## config.mk

```make
export PLATFORM = sky130hd
export DESIGN_NAME = fsrch_queue
export DESIGN_NICKNAME = d
export VERILOG_FILES = /design/src/rtl/fsrch_pkg.sv /design/src/rtl/fsrch_queue.sv
export SDC_FILE = /design/constraint.sdc
export NUM_CORES = 1
export LEC_CHECK = 0
export BUFFER_PORTS_ARGS = -buffer_cell sky130_fd_sc_hd__buf_4
export CELL_PAD_IN_SITES_DETAIL_PLACEMENT = 1
export CELL_PAD_IN_SITES_GLOBAL_PLACEMENT = 1
export CORE_MARGIN = 5
export CORE_UTILIZATION = 40
export CTS_BUF_LIST = sky130_fd_sc_hd__clkbuf_16
export DETAILED_ROUTE_END_ITERATION = 12
export PLACE_DENSITY_LB_ADDON = 0.12
export SLEW_MARGIN = 5
export SYNTH_ARGS = -nofsm -noshare
export SYNTH_HDL_FRONTEND = slang
export SYNTH_SLANG_ARGS = --single-unit
```

## constraint.sdc

```tcl
create_clock -name clk -period 8.5 [get_ports clk]
set_clock_uncertainty 0.1 [all_clocks]
set_input_delay 1.7 -clock clk [delete_from_list [all_inputs] [get_ports clk]]
set_output_delay 1.7 -clock clk [all_outputs]
set_load 0.01 [all_outputs]
```

## src/rtl/fsrch_pkg.sv

```systemverilog
`timescale 1ns / 1ps
// ---------------------------------------------------------------------------
// fsrch_pkg: shared types and constants
// Beat format between the front end, the queue and the search engine,
// command codes and the engine state encoding.
// ---------------------------------------------------------------------------
package fsrch_pkg;

    localparam int KEY_W  = 32;
    localparam int WIDX_W = 10;
    localparam int POS_W  = 10;
    localparam int CNT_W  = 11;
    localparam int APB_AW = 3;
    localparam int APB_DW = 32;

    // fifo between front end and engine, power of two
    localparam int QDEPTH = 2;

    localparam logic [CNT_W-1:0] CNT_RESET = 11'd1;

    typedef enum logic
    {
        CMD_WRITE  = 1'b0,
        CMD_SEARCH = 1'b1
    } cmd_t;

    // word index of the registers, taken from paddr[2]
    typedef enum logic
    {
        REG_ELEMENT_COUNT = 1'b0,
        REG_NONE          = 1'b1
    } reg_idx_t;

    // one classified beat; key holds the write value or the search target
    typedef struct packed
    {
        logic              is_search;
        logic              wr_ok;
        logic [WIDX_W-1:0] widx;
        logic [KEY_W-1:0]  key;
    } beat_t;

    typedef enum logic [2:0]
    {
        S_IDLE,
        S_FIB,
        S_PROBE,
        S_CMP,
        S_FCMP,
        S_EMIT
    } eng_state_t;

endpackage

```

## src/rtl/fsrch_queue.sv

```systemverilog
`timescale 1ns / 1ps
// ---------------------------------------------------------------------------
// fsrch_queue: beat fifo
// Short fifo that lets the front end keep taking beats while the
// engine works on a search.
// ---------------------------------------------------------------------------
module fsrch_queue
    import fsrch_pkg::*;
(
    input  logic  clk,
    input  logic  rst_n,
    input  logic  push,
    input  beat_t push_beat,
    output logic  full,
    input  logic  pop,
    output logic  q_valid,
    output beat_t q_beat
);

    localparam int PW = (QDEPTH > 1) ? $clog2(QDEPTH) : 1;

    beat_t         slot_reg [QDEPTH];
    logic [PW-1:0] wr_ptr_reg;
    logic [PW-1:0] wr_ptr_next;
    logic [PW-1:0] rd_ptr_reg;
    logic [PW-1:0] rd_ptr_next;
    logic [PW:0]   cnt_reg;
    logic [PW:0]   cnt_next;
    logic          do_pop;

    assign full    = (cnt_reg == (PW+1)'(QDEPTH));
    assign q_valid = (cnt_reg != '0);
    assign q_beat  = slot_reg[rd_ptr_reg];
    assign do_pop  = pop && q_valid;

    always_comb
    begin
        wr_ptr_next = push   ? wr_ptr_reg + 1'b1 : wr_ptr_reg;
        rd_ptr_next = do_pop ? rd_ptr_reg + 1'b1 : rd_ptr_reg;
        cnt_next    = cnt_reg + (PW+1)'(push) - (PW+1)'(do_pop);
    end

    always_ff @(posedge clk or negedge rst_n)
    begin
        if (!rst_n)
        begin
            wr_ptr_reg <= '0;
            rd_ptr_reg <= '0;
            cnt_reg    <= '0;
        end
        else
        begin
            wr_ptr_reg <= wr_ptr_next;
            rd_ptr_reg <= rd_ptr_next;
            cnt_reg    <= cnt_next;
        end
    end

    always_ff @(posedge clk)
    begin
        if (push)
        begin
            slot_reg[wr_ptr_reg] <= push_beat;
        end
    end

endmodule

```

==> impl_metrics.py <==
metrics = {
    "outcome": {
        "status": "finished clean",
    },
    "timing": {
        "slew_headroom_pct": 26.3,
        "tns_ps": 0,
        "post-route-period-util_pct": 46.4,
        "setup_viol": 0,
        "rsz0062_at_grt": "no",
        "hold_viol_final": 0,
        "maxSlewViolCount": 0,
        "period_needed_ps": 3940,
        "tightest_slew_ps": 1110,
        "worst_slack_ps": 4560,
        "fmax_mhz": 254,
    },
    "finish": {
        "drive_above_1_share_pct": 60.0,
        "layout.cells.non_filler": 368,
        "diodes": 0,
        "largest_reg_flops": 88,
        "area_growth_pct": 30.1,
        "fillerInstances": 810,
        "fin_nets": 305,
    },
    "clock_network": {
        "ctsResizeCount": 0,
        "cts_tree": "yes",
        "postCtsSetupRepairBufs": 0,
        "cts_buffers": 9,
        "clock_path_buffers": 2,
        "htree_levels": 3,
        "clock_sinks": 92,
        "clkSlewWorstSetupHoldPaths_ps": 60,
        "holdBufCountCts": 0,
        "clock_latency_ps": 320,
        "cts_root_buf": "clkbuf_16",
    },
    "place": {
        "place_worst_setup_slack_ps": 4850,
        "portBuffers": 93,
        "dp.cells": 352,
        "gp_congestion": 0.667,
        "dpl.hpwl_um": 4300,
    },
    "routing": {
        "drcViolationCount": 0,
        "drt_iter0_markers": 64,
        "detail-route-antenna-nets": 0,
        "wl_um": 6270,
        "wire_per_inst_um": 17.0,
        "dr.pass1.iters": 4,
        "via_per_inst": 4.67,
        "vias": 1717,
    },
    "setup_path": {
        "required_ps": 6700,
        "cp-start-kind": "register",
        "worstSetupPathType": "reg2out",
        "worst-endpoint-arrival_ps": 2140,
        "cpMostUsedCell": "buf_4",
        "slowest_stage": "dfrtp_2",
        "cp_cell_sequence": "buf_4 -> mux2_2 -> buf_4",
        "endpoint_kind": "primary output",
        "slowest_delay_ps": 720,
        "crit_path_max_fanout": 28,
    },
    "synthesis": {
        "synthCells": 154,
        "yosys_most_used_dff": "edfxtp_1",
        "synth_cell_types": 14,
        "synth-seq-area-share_pct": 76.7,
        "yosysMostFrequentCell": "edfxtp_1",
        "synth_area_leaders": "edfxtp_1 (74%), mux2_4 (16%), dfrtp_1 (2.8%)",
        "synth_top_area_cell": "edfxtp_1",
        "synth_edf_count": 88,
        "async_reset_ff_share_pct": 4.35,
        "avgSynthCellArea_um2": 23.2,
        "syn_nets": 204,
        "synth_warnings": 0,
        "ys_seq_elements": 92,
        "synth_top_area_share_pct": 73.9,
        "synth_common_cells": "edfxtp_1 (88), mux2_4 (39), mux2_2 (5), buf_12 (4), dfrtp_1 (4)",
        "syn_area_um2": 3580,
    },
    "die": {
        "die_w_um": 105,
        "die-area_um2": 10900,
        "die_h_um": 105,
        "coreArea_um2": 8720,
        "initial_core_util_pct": 41.0,
        "ios": 94,
        "fp-row-count": 34,
    },
    "pwr": {
        "max-vdd-ir-drop_mv": 0.157,
        "power_density_nw_per_um2": 336,
        "leakage_uw": 0.00188,
    },
    "flow_run": {
        "cap_violations": 0,
    },
    "global_routing": {
        "grt_usage_pct": 11.7,
        "overflow": 0,
        "antenna_found_initial": 0,
        "grt_max_degree": 45,
        "grt_pass1_vias": 1902,
        "grt_pass1_wl_um": 9800,
    },
    "min_path": {
        "hold_class": "reg2reg",
    },
}
-- cell usage in the layout (no fill, tap or decap) --
cell        synthesis  final
mux2_2              5      5
buf_4               0     95
clkinv_2            0      1
clkinv_1            0      1
xor2_1              2      2
ha_1                2      2
dfrtp_1             4      3
dfrtp_2             0      1
clkinvlp_4          0      1
and2_2              0      1
o21a_1              1      1
edfxtp_1           88     88
clkbuf_16           0      9
nor2b_4             0      1
or2_2               1      1
mux2_4             39     39
inv_1               2      4
bufinv_16           0      2
xnor2_1             2      2
nor2b_1             2      1
-- kinds of logic (layout without fill, tap and decap cells) --
| logic type | Yosys count | count (layout) | synth area share [%] |
|---|---|---|---|
| flip-flops | 92 | 92 | 76.7 |
| buffers and inverters | 7 | 113 | 2.76 |
| AO/OA/AOI/OAI | 1 | 1 | 0.210 |
| AND/OR/NAND/NOR | 4 | 4 | 0.700 |
| multiplexers | 44 | 44 | 17.9 |
| adder cells (fa/ha/maj) | 2 | 2 | 0.700 |
| XOR/XNOR | 4 | 4 | 0.980 |
-- layer usage --
layer	global-route usage, %	vias to the layer above	share of wire, %	wire [µm]
li1	-	800	-	-
met1	13.5	849	41	2600
met2	19.2	60	51	3220
met3	4.07	8	5.7	358
met4	6.11	0	1.6	99
met5	0	-	0	0
-- power by group --
part / switching (µW) / internal (µW) / total, µW
logic: 215 / 288 / 502
registers: 47.9 / 605 / 653
clock network: 153 / 254 / 407
total: 416 / 1150 / 1560
-- metrics by stage --
stage / cell area, µm² / power, µW / util [%] / hold WS, ps
2_1_floorplan: 3580 / 1000 / - / 355
3_3_place_gp: 4340 / 1170 / 49.8 / 418
3_5_place_dp: 4340 / 1180 / 49.8 / 425
4_1_cts: 4650 / 1590 / 53.3 / 445
5_1_grt: 4650 / 1640 / 53.3 / 463
6_report: 4650 / 1560 / 53.3 / 438
-- worst max-delay path: cells and delay by family, from the launching register on --
kind / cells / cell delay, ps
buffers and inverters: 2 / 680
DFF: 1 / 720
muxes: 1 / 390
-- layout make-up --
type	instances	area, µm²	share of cell area (%)
Timing Repair Buffer	95	713	15.3
Clock buffer	9	225	4.84
Multi-Input combinational cell	55	743	16.0
Tap cell	108	135	2.90
Inverter	2	7.51	0.161
Sequential cell	92	2740	59.0
Clock inverter	7	83.8	1.80
-- path summary, 6_finish.rpt --
path | start | slack (ps) | cells past startpoint | end
hold / removal | cnt_reg[1]$_DFF_PN0_ | 440 | 1 | cnt_reg[1]$_DFF_PN0_
hold reg to reg | cnt_reg[1]$_DFF_PN0_ | 440 | 1 | cnt_reg[1]$_DFF_PN0_
min in group asynchronous | rst_n | 1060 | 1 | cnt_reg[1]$_DFF_PN0_
max in group asynchronous | rst_n | 7120 | 1 | rd_ptr_reg$_DFFE_PN0P_
setup / recovery | rd_ptr_reg$_DFFE_PN0P_ | 4560 | 3 | q_beat[41]
setup reg to reg | wr_ptr_reg$_DFFE_PN0P_ | 6610 | 2 | slot_reg[0][21]$_DFFE_PP_
Note: power is estimated with default switching activity, not from simulation.
