$ cat src/rtl/fsrch_pkg.sv
`timescale 1ns / 1ps
// ---------------------------------------------------------------------------
// fsrch_pkg: shared types and constants
// Beat format between the front end, the queue and the search engine,
// command codes and the engine state encoding.
// ---------------------------------------------------------------------------
package fsrch_pkg;

    localparam int KEY_W  = 32;
    localparam int WIDX_W = 10;
    localparam int POS_W  = 10;
    localparam int CNT_W  = 11;
    localparam int APB_AW = 3;
    localparam int APB_DW = 32;

    // fifo between front end and engine, power of two
    localparam int QDEPTH = 2;

    localparam logic [CNT_W-1:0] CNT_RESET = 11'd1;

    typedef enum logic
    {
        CMD_WRITE  = 1'b0,
        CMD_SEARCH = 1'b1
    } cmd_t;

    // word index of the registers, taken from paddr[2]
    typedef enum logic
    {
        REG_ELEMENT_COUNT = 1'b0,
        REG_NONE          = 1'b1
    } reg_idx_t;

    // one classified beat; key holds the write value or the search target
    typedef struct packed
    {
        logic              is_search;
        logic              wr_ok;
        logic [WIDX_W-1:0] widx;
        logic [KEY_W-1:0]  key;
    } beat_t;

    typedef enum logic [2:0]
    {
        S_IDLE,
        S_FIB,
        S_PROBE,
        S_CMP,
        S_FCMP,
        S_EMIT
    } eng_state_t;

endpackage

$ cat src/rtl/fsrch_front.sv
`timescale 1ns / 1ps
// ---------------------------------------------------------------------------
// fsrch_front: input stage
// Registers each input beat, sorts it into write or search and flags
// writes that fall outside the store, then pushes it into the queue.
// ---------------------------------------------------------------------------
module fsrch_front
    import fsrch_pkg::*;
#(
    parameter int DEPTH = 1024
)
(
    input  logic              clk,
    input  logic              rst_n,
    input  logic              in_valid,
    output logic              in_stall,
    input  logic              command,
    input  logic [WIDX_W-1:0] write_index,
    input  logic [KEY_W-1:0]  element_value,
    input  logic [KEY_W-1:0]  target,
    input  logic              q_full,
    output logic              push,
    output beat_t             push_beat
);

    localparam int AW = (DEPTH > 1) ? $clog2(DEPTH) : 1;
    localparam int XW = AW + WIDX_W;

    logic              item_vld_reg;
    logic              item_vld_next;
    beat_t             item_reg;
    beat_t             item_next;
    logic              accept;
    logic [XW-1:0]     widx_ext;

    assign push      = item_vld_reg && !q_full;
    assign in_stall  = item_vld_reg && q_full;
    assign accept    = in_valid && !in_stall;
    assign push_beat = item_reg;
    assign widx_ext  = XW'(write_index);

    always_comb
    begin
        item_next.is_search = (cmd_t'(command) == CMD_SEARCH);
        item_next.wr_ok     = (widx_ext < XW'(DEPTH));
        item_next.widx      = write_index;
        item_next.key       = (cmd_t'(command) == CMD_SEARCH) ? target : element_value;
        item_vld_next       = accept || (item_vld_reg && !push);
    end

    always_ff @(posedge clk or negedge rst_n)
    begin
        if (!rst_n)
        begin
            item_vld_reg <= 1'b0;
        end
        else
        begin
            item_vld_reg <= item_vld_next;
        end
    end

    always_ff @(posedge clk)
    begin
        if (accept)
        begin
            item_reg <= item_next;
        end
    end

endmodule

$ cat config.mk
export PLATFORM = sky130hd
export DESIGN_NAME = fsrch_front
export DESIGN_NICKNAME = d
export VERILOG_FILES = /design/src/rtl/fsrch_pkg.sv /design/src/rtl/fsrch_front.sv
export SDC_FILE = /design/constraint.sdc
export NUM_CORES = 1
export LEC_CHECK = 0
export BUFFER_PORTS_ARGS = -buffer_cell sky130_fd_sc_hd__buf_2
export CAP_MARGIN = 20
export CORE_MARGIN = 2
export CORE_UTILIZATION = 35
export CTS_BUF_LIST = sky130_fd_sc_hd__clkbuf_8
export CTS_CLUSTER_DIAMETER = 60
export DETAILED_ROUTE_END_ITERATION = 16
export GPL_ROUTABILITY_DRIVEN = 0
export PLACE_DENSITY = 0.65
export SLEW_MARGIN = 25
export SYNTH_ARGS = -nofsm -noshare
export SYNTH_HDL_FRONTEND = slang
export SYNTH_SLANG_ARGS = --single-unit
$ cat constraint.sdc
create_clock -name clk -period 5.4 [get_ports clk]
set_clock_uncertainty 0.2 [all_clocks]
set_input_delay 0.81 -clock clk [delete_from_list [all_inputs] [get_ports clk]]
set_output_delay 0.81 -clock clk [all_outputs]
set_load 0.05 [all_outputs]
==> results.md, run 1 <==
- Dpl ws: about 2900 ps
- Initial DRC count: 29
- CTS root buffer: clkbuf_8
- Endpoint class of the critical path: output port
- DR WL/cell: around 13 um
- Busiest layer in global routing: met2
- TNS Setup: 0 ps
- Library cells used by synthesis: 12
- Total core area: 5170 um2
- Placed inst area: approximately 2500 um2
- Cts hold-fix bufs: 0
- Max clock buf depth: 2
- Post-CTS setup buffers: 0
- Setup ws final: 3070 ps
- Layout Nets: approximately 290
- DIE HEIGHT: 77.7 um
- Syn Nets: ~170
- Starting Density: between 30% and 40%
- Pin count of the biggest net entering global routing: 44
- CP startpoint kind: primary input
- Max FFs per register: 43
- Post-synthesis sequential area ratio: 69.3%
- Critical path type: in2out
- Final WL: between 3000 and 4000 um
- Final Cell Area: approximately 2700 um2
- Final setup viols: 0
- CTS clk-pin slew, worst paths: roughly 80 ps
- Met3 Track Usage GR: ~5.3%
- Placed Cells: between 200 and 300
- Final HPWL DP: ~2700 um
- Htree depth: 2
- Die width: roughly 78 um
- Max_slew headroom: a little under a third
- Pwr Total: a little over 800 uW
- Clk sink count: 44
- Final ANT Viol Nets: 0
- First-pass GRT wire length: ~5500 um
- Power Dens Cells: about 310 nW/um2
- Average cell area after synthesis: 22.1 um2
- Number of synthesized register bits: 44
- DR pass1 iterations: 3
- Fin crit share: a little over two fifths
- Peak VDD IR: 0.155 mV
- I/O Buffers: 123
- I/O pins: approximately 130
- FP Rows: 26
- RSZ-0062 raised after global routing: false
- Fmax: approximately 0.43 GHz
- Resize count post-CTS: 0
- Max Cap Viol: 0
- Post-synthesis cell area: between 1500 and 2000 um2
- Post-synth EDFFs: 43
- Status: finished clean
- Critical Path RT: roughly 4400 ps
- DR vias: between 1,000 and 1,500
- Max Fanout on Critical Path: 4
- Met2 Use GR: 20.0%
- Met1 GRT Util: around 13%
- Main synth FF type: edfxtp_1
- Share of layout cells above drive strength 1: 77.5%
- Drt drc: 0
- CTS tree: yes
- Synthesis warning total: 0
- Area leader, netlist: edfxtp_1
- TritonCTS buffer count: 5
- DIE AREA: roughly 6000 um2
- Top post-synthesis cells by count: 43 x edfxtp_1, 30 x mux2_4, 3 x buf_12
- Worst path arrival time: roughly 1300 ps
- Vias in the first global route: approximately 1,200
- Ys async rst share: under 10%
- GR Util All Layers: 11.9%
- Fill cell count: about 450
- Post-synth top area share: about two thirds
- GRT overflow: 0
- Drt via density: 4.27
- Top post-synthesis cells by area: edfxtp_1 68%, mux2_4 24%, buf_12 3.2%
- Worst min path class: in2async
- Worst slew pin tran: around 1000 ps
- Synthesized instance count: 86
- Non-Filler Instances: approximately 280
- Ant. Diodes: 0
- P_leak: 0.00124 uW
- Top-count cell post-synth: edfxtp_1
- Clk_lat worst skew: between 200 and 300 ps
- Antenna violations before repair: 0
- Final hold violation count: 0
- Final Max Slew Viols: 0
- Area grow syn2layout: 39.9%
- Final min period: around 2300 ps
-- layout make-up --
class,count,area [um2],share of cell area (%)
clock inverters,3,46.3,1.74
well taps,70,87.6,3.30
repair buffers,124,623,23.4
multi-input cells,37,515,19.4
flip-flops and latches,44,1320,49.5
clock buffers,5,68.8,2.59
-- layer usage --
layer / routed length [um] / vias to the layer above
met5: 0 / -
met4: 29 / 0
met3: 447 / 4
met2: 1730 / 84
met1: 1490 / 542
li1: - / 579
-- metrics by stage --
step	hold slack (ps)	util, %
final	80.0	51.4
after global routing	57.0	51.4
after CTS	64.1	51.4
after detailed placement	368	49.2
after global placement	344	49.2
after floorplan	272	-
-- final timing paths --
path | startpoint | end | slack, ps | depth (start not counted)
setup / recovery | q_full | in_stall | 3070 | 3
hold / removal | rst_n | item_vld_reg | 80 | 1
min in group clk | item_vld_reg | item_vld_reg | 380 | 1
max in group asynchronous | rst_n | item_vld_reg | 4840 | 1
setup reg to reg | item_vld_reg | push_beat[5] | 3810 | 2
hold reg to reg | item_vld_reg | item_vld_reg | 380 | 1
-- cell usage in the layout, fill, tap and decap left out --
master      netlist  routed
a21o_1            1       1
and2_1            1       1
inv_6             0       1
dfrtp_1           1       1
edfxtp_1         43      43
conb_1            1       1
buf_2             0     123
a21boi_4          0       1
mux2_4           30      30
nor2b_1           1       1
clkinvlp_4        0       1
mux2_2            2       2
bufinv_16         0       1
buf_4             1       1
clkbuf_8          0       5
-- report_power, final --
group	leakage (uW)	switching (uW)	internal, uW	total, uW
registers	0.000420	4.89	401	406
clock network	0.0000548	112	139	251
logic	0.000766	108	62.9	171
-- kinds of logic after synthesis --
| family | after synthesis | synth area share (%) |
|---|---|---|
| flip-flops | 44 | 69.3 |
| multiplexers | 32 | 24.9 |
| buffers and inverters | 5 | 4.15 |
| AO/OA/AOI/OAI | 2 | 0.791 |
| AND/OR/NAND/NOR | 2 | 0.659 |
| other | 1 | 0.197 |
-- worst max-delay path: stages --
cell and delay, ps:
buf_2 130, and2_1 130, buf_2 250
Power figures use the tool's default switching activity.
==> run 2, diff against run 1 <==
PLACE_DENSITY = 0.67   (was 0.65)
clock period = 2.06 ns   (was 5.4 ns; I/O delays follow)
==> run 2 against run 1 <==
Net effect: sequential power rose to 2.6 times the previous value; power rose to 2.6 times the previous value; critical path depth fell by 1; routed wire length rose by 1.8%; cell count rose by 4.2%; combinational power rose to 2.8 times the previous value; clock power rose to 2.5 times the previous value; critical endpoint is now push.
==> results.md, run 2 (same netlist as run 1, synthesis figures left out) <==
- Starting Density: 36.7% (unchanged)
- Hold path startpoint: in_valid
- Worst r2r dst: push_beat[4]
- Critical path origin: item_vld_reg
- Final WL: 3770 um (+1.8%)
- Worst r2r src: item_vld_reg
- Area grow syn2layout: 47.2%
- Vias in the first global route: 1,198 (+3.7%)
- Final min period: approximately 1600 ps
- WP depth: 2 (-1)
- Max Fanout on Critical Path: 4 (unchanged)
- Worst setup path endpoint: push
- Max FFs per register: 43 (unchanged)
- Endpoint class of the critical path: output port
- Post-CTS setup buffers: 0 (unchanged)
- Crit-path cells: nor2b_1 > buf_2
- Htree depth: 2 (unchanged)
- Reg2reg setup slack: 690 ps (-3120 ps)
- RSZ-0062 raised after global routing: false
- Final setup viols: 0 (unchanged)
- CP startpoint kind: flop
- Final ANT Viol Nets: 0 (unchanged)
- DIE AREA: 6030 um2 (unchanged)
- Final HPWL DP: 2720 um (-0.48%)
- Most frequent cells in the layout: 123 x buf_2, 43 x edfxtp_1, 30 x mux2_4
- Delay-heaviest family, CP: flip-flops
- Critical Path RT: 1550 ps (-2840 ps)
- Drt drc: 0 (unchanged)
- CP max stage cell: dfrtp_1
- Pin count of the biggest net entering global routing: 44 (unchanged)
- Power Dens Cells: 775 nW/um2 (+150%)
- Worst path arrival time: 1110 ps (-210 ps)
- Hold slack: 15.5 ps (-64.5 ps)
- Setup ws final: 442 ps (-2630 ps)
- Worst min path class: in2reg
- DR pass1 iterations: 4 (+1)
- Final Max Slew Viols: 0 (unchanged)
- DR vias: 1,243 (+2.8%)
- P_leak: 0.00130 uW (+4.9%)
- Status: finished clean
- Max Cap Viol: 0 (unchanged)
- Resize count post-CTS: 0 (unchanged)
- Die width: 77.7 um (unchanged)
- Buf/Inv on CP: 1 (-1)
- First-pass GRT wire length: 5680 um (+2.8%)
- Dpl ws: 555 ps (-2370 ps)
- Fmax: a little over 0.6 GHz
- Clk_lat worst skew: 280 ps (about the same)
- Crit path largest cell delay: 420 ps (+170 ps)
- Antenna violations before repair: 0 (unchanged)
- Final hold violation count: 0 (unchanged)
- Peak VDD IR: 0.267 mV (+72%)
- Total core area: 5170 um2 (unchanged)
- DR WL/cell: 12.8 um (-2.3%)
- I/O Buffers: 123 (unchanged)
- FF-to-FF path depth: 2 (unchanged)
- Fin crit share: approximately four fifths
- Layout Nets: 303 (+4.1%)
- CTS clk-pin slew, worst paths: 80 ps (about the same)
- DIE HEIGHT: 77.7 um (unchanged)
- Clk sink count: 44 (unchanged)
- TNS Setup: 0 ps (unchanged)
- Share of layout cells above drive strength 1: 73.3% (-4.1 points)
- I/O pins: 125 (unchanged)
- Critical path type: reg2out
- FP Rows: 26 (unchanged)
- Commonest non-fill, non-tap cell in the layout: buf_2
- TritonCTS buffer count: 5 (unchanged)
- Drt via density: 4.21 (-1.4%)
- Initial DRC count: 57 (+97%)
- CTS root buffer: clkbuf_8
- GR Util All Layers: 12.3% (+0.42 points)
- Max clock buf depth: 2 (unchanged)
- Placed Cells: 276 (+0.36%)
- CTS tree: yes
- GRT overflow: 0 (unchanged)
- Ant. Diodes: 0 (unchanged)
- Non-Filler Instances: 295 (+4.2%)
-- run 2: repair_timing --
action | in CTS | in global routing
endpoints found under the hold margin | 11 | 0
setup endpoints to repair | 0 | 0
hold buffers | 11 | 0
-- run 2: area by class of cell --
| cell class | instances | area, um2 |
|---|---|---|
| Tap cell | 70 | 87.6 |
| Timing Repair Buffer | 136 | 766 |
| Clock inverter | 3 | 42.5 |
| Clock buffer | 5 | 68.8 |
| Sequential cell | 44 | 1320 |
| Fill cell | 405 | 2380 |
| Multi-Input combinational cell | 37 | 515 |
-- run 2: how the worst min path moves through the flow --
stage | end | cells after the start | slack [ps]
floorplan | item_vld_reg | 0 | -190
global placement | item_vld_reg | 1 | -110
detailed placement | item_vld_reg | 1 | -110
CTS | item_vld_reg | 2 | 5
global route | item_vld_reg | 2 | 7
finish | item_vld_reg | 2 | 20
-- run 2: where the power goes --
group / switching, uW / internal [uW] / total (uW)
Sequential: 12.8 / 1050 / 1060
Clock: 271 / 359 / 630
Combinational: 289 / 184 / 473
-- run 2: metal layers --
layer | vias to the layer above | wire length, um | global-route usage [%] | part of all wire [%]
met2 | 86 | 1800 | 20.9 | 48
met3 | 6 | 366 | 4.19 | 9.7
met4 | 0 | 62 | 5.36 | 1.6
li1 | 603 | - | - | -
met1 | 548 | 1540 | 14.2 | 41
met5 | - | 0 | 0 | 0
-- run 2: worst reg2reg max path: stages (launching register included) --
cell and delay, ps:
dfrtp_1 430, a21boi_4 160, buf_12 250
-- run 2: stage by stage --
stage               util [%]  total power, uW  area (um2)
floorplan                  -             1410        1910
global placement        49.8             1540        2570
detailed placement      49.8             1540        2570
CTS                     54.1             2200        2800
global route            54.1             2260        2800
finish                  54.1             2170        2800
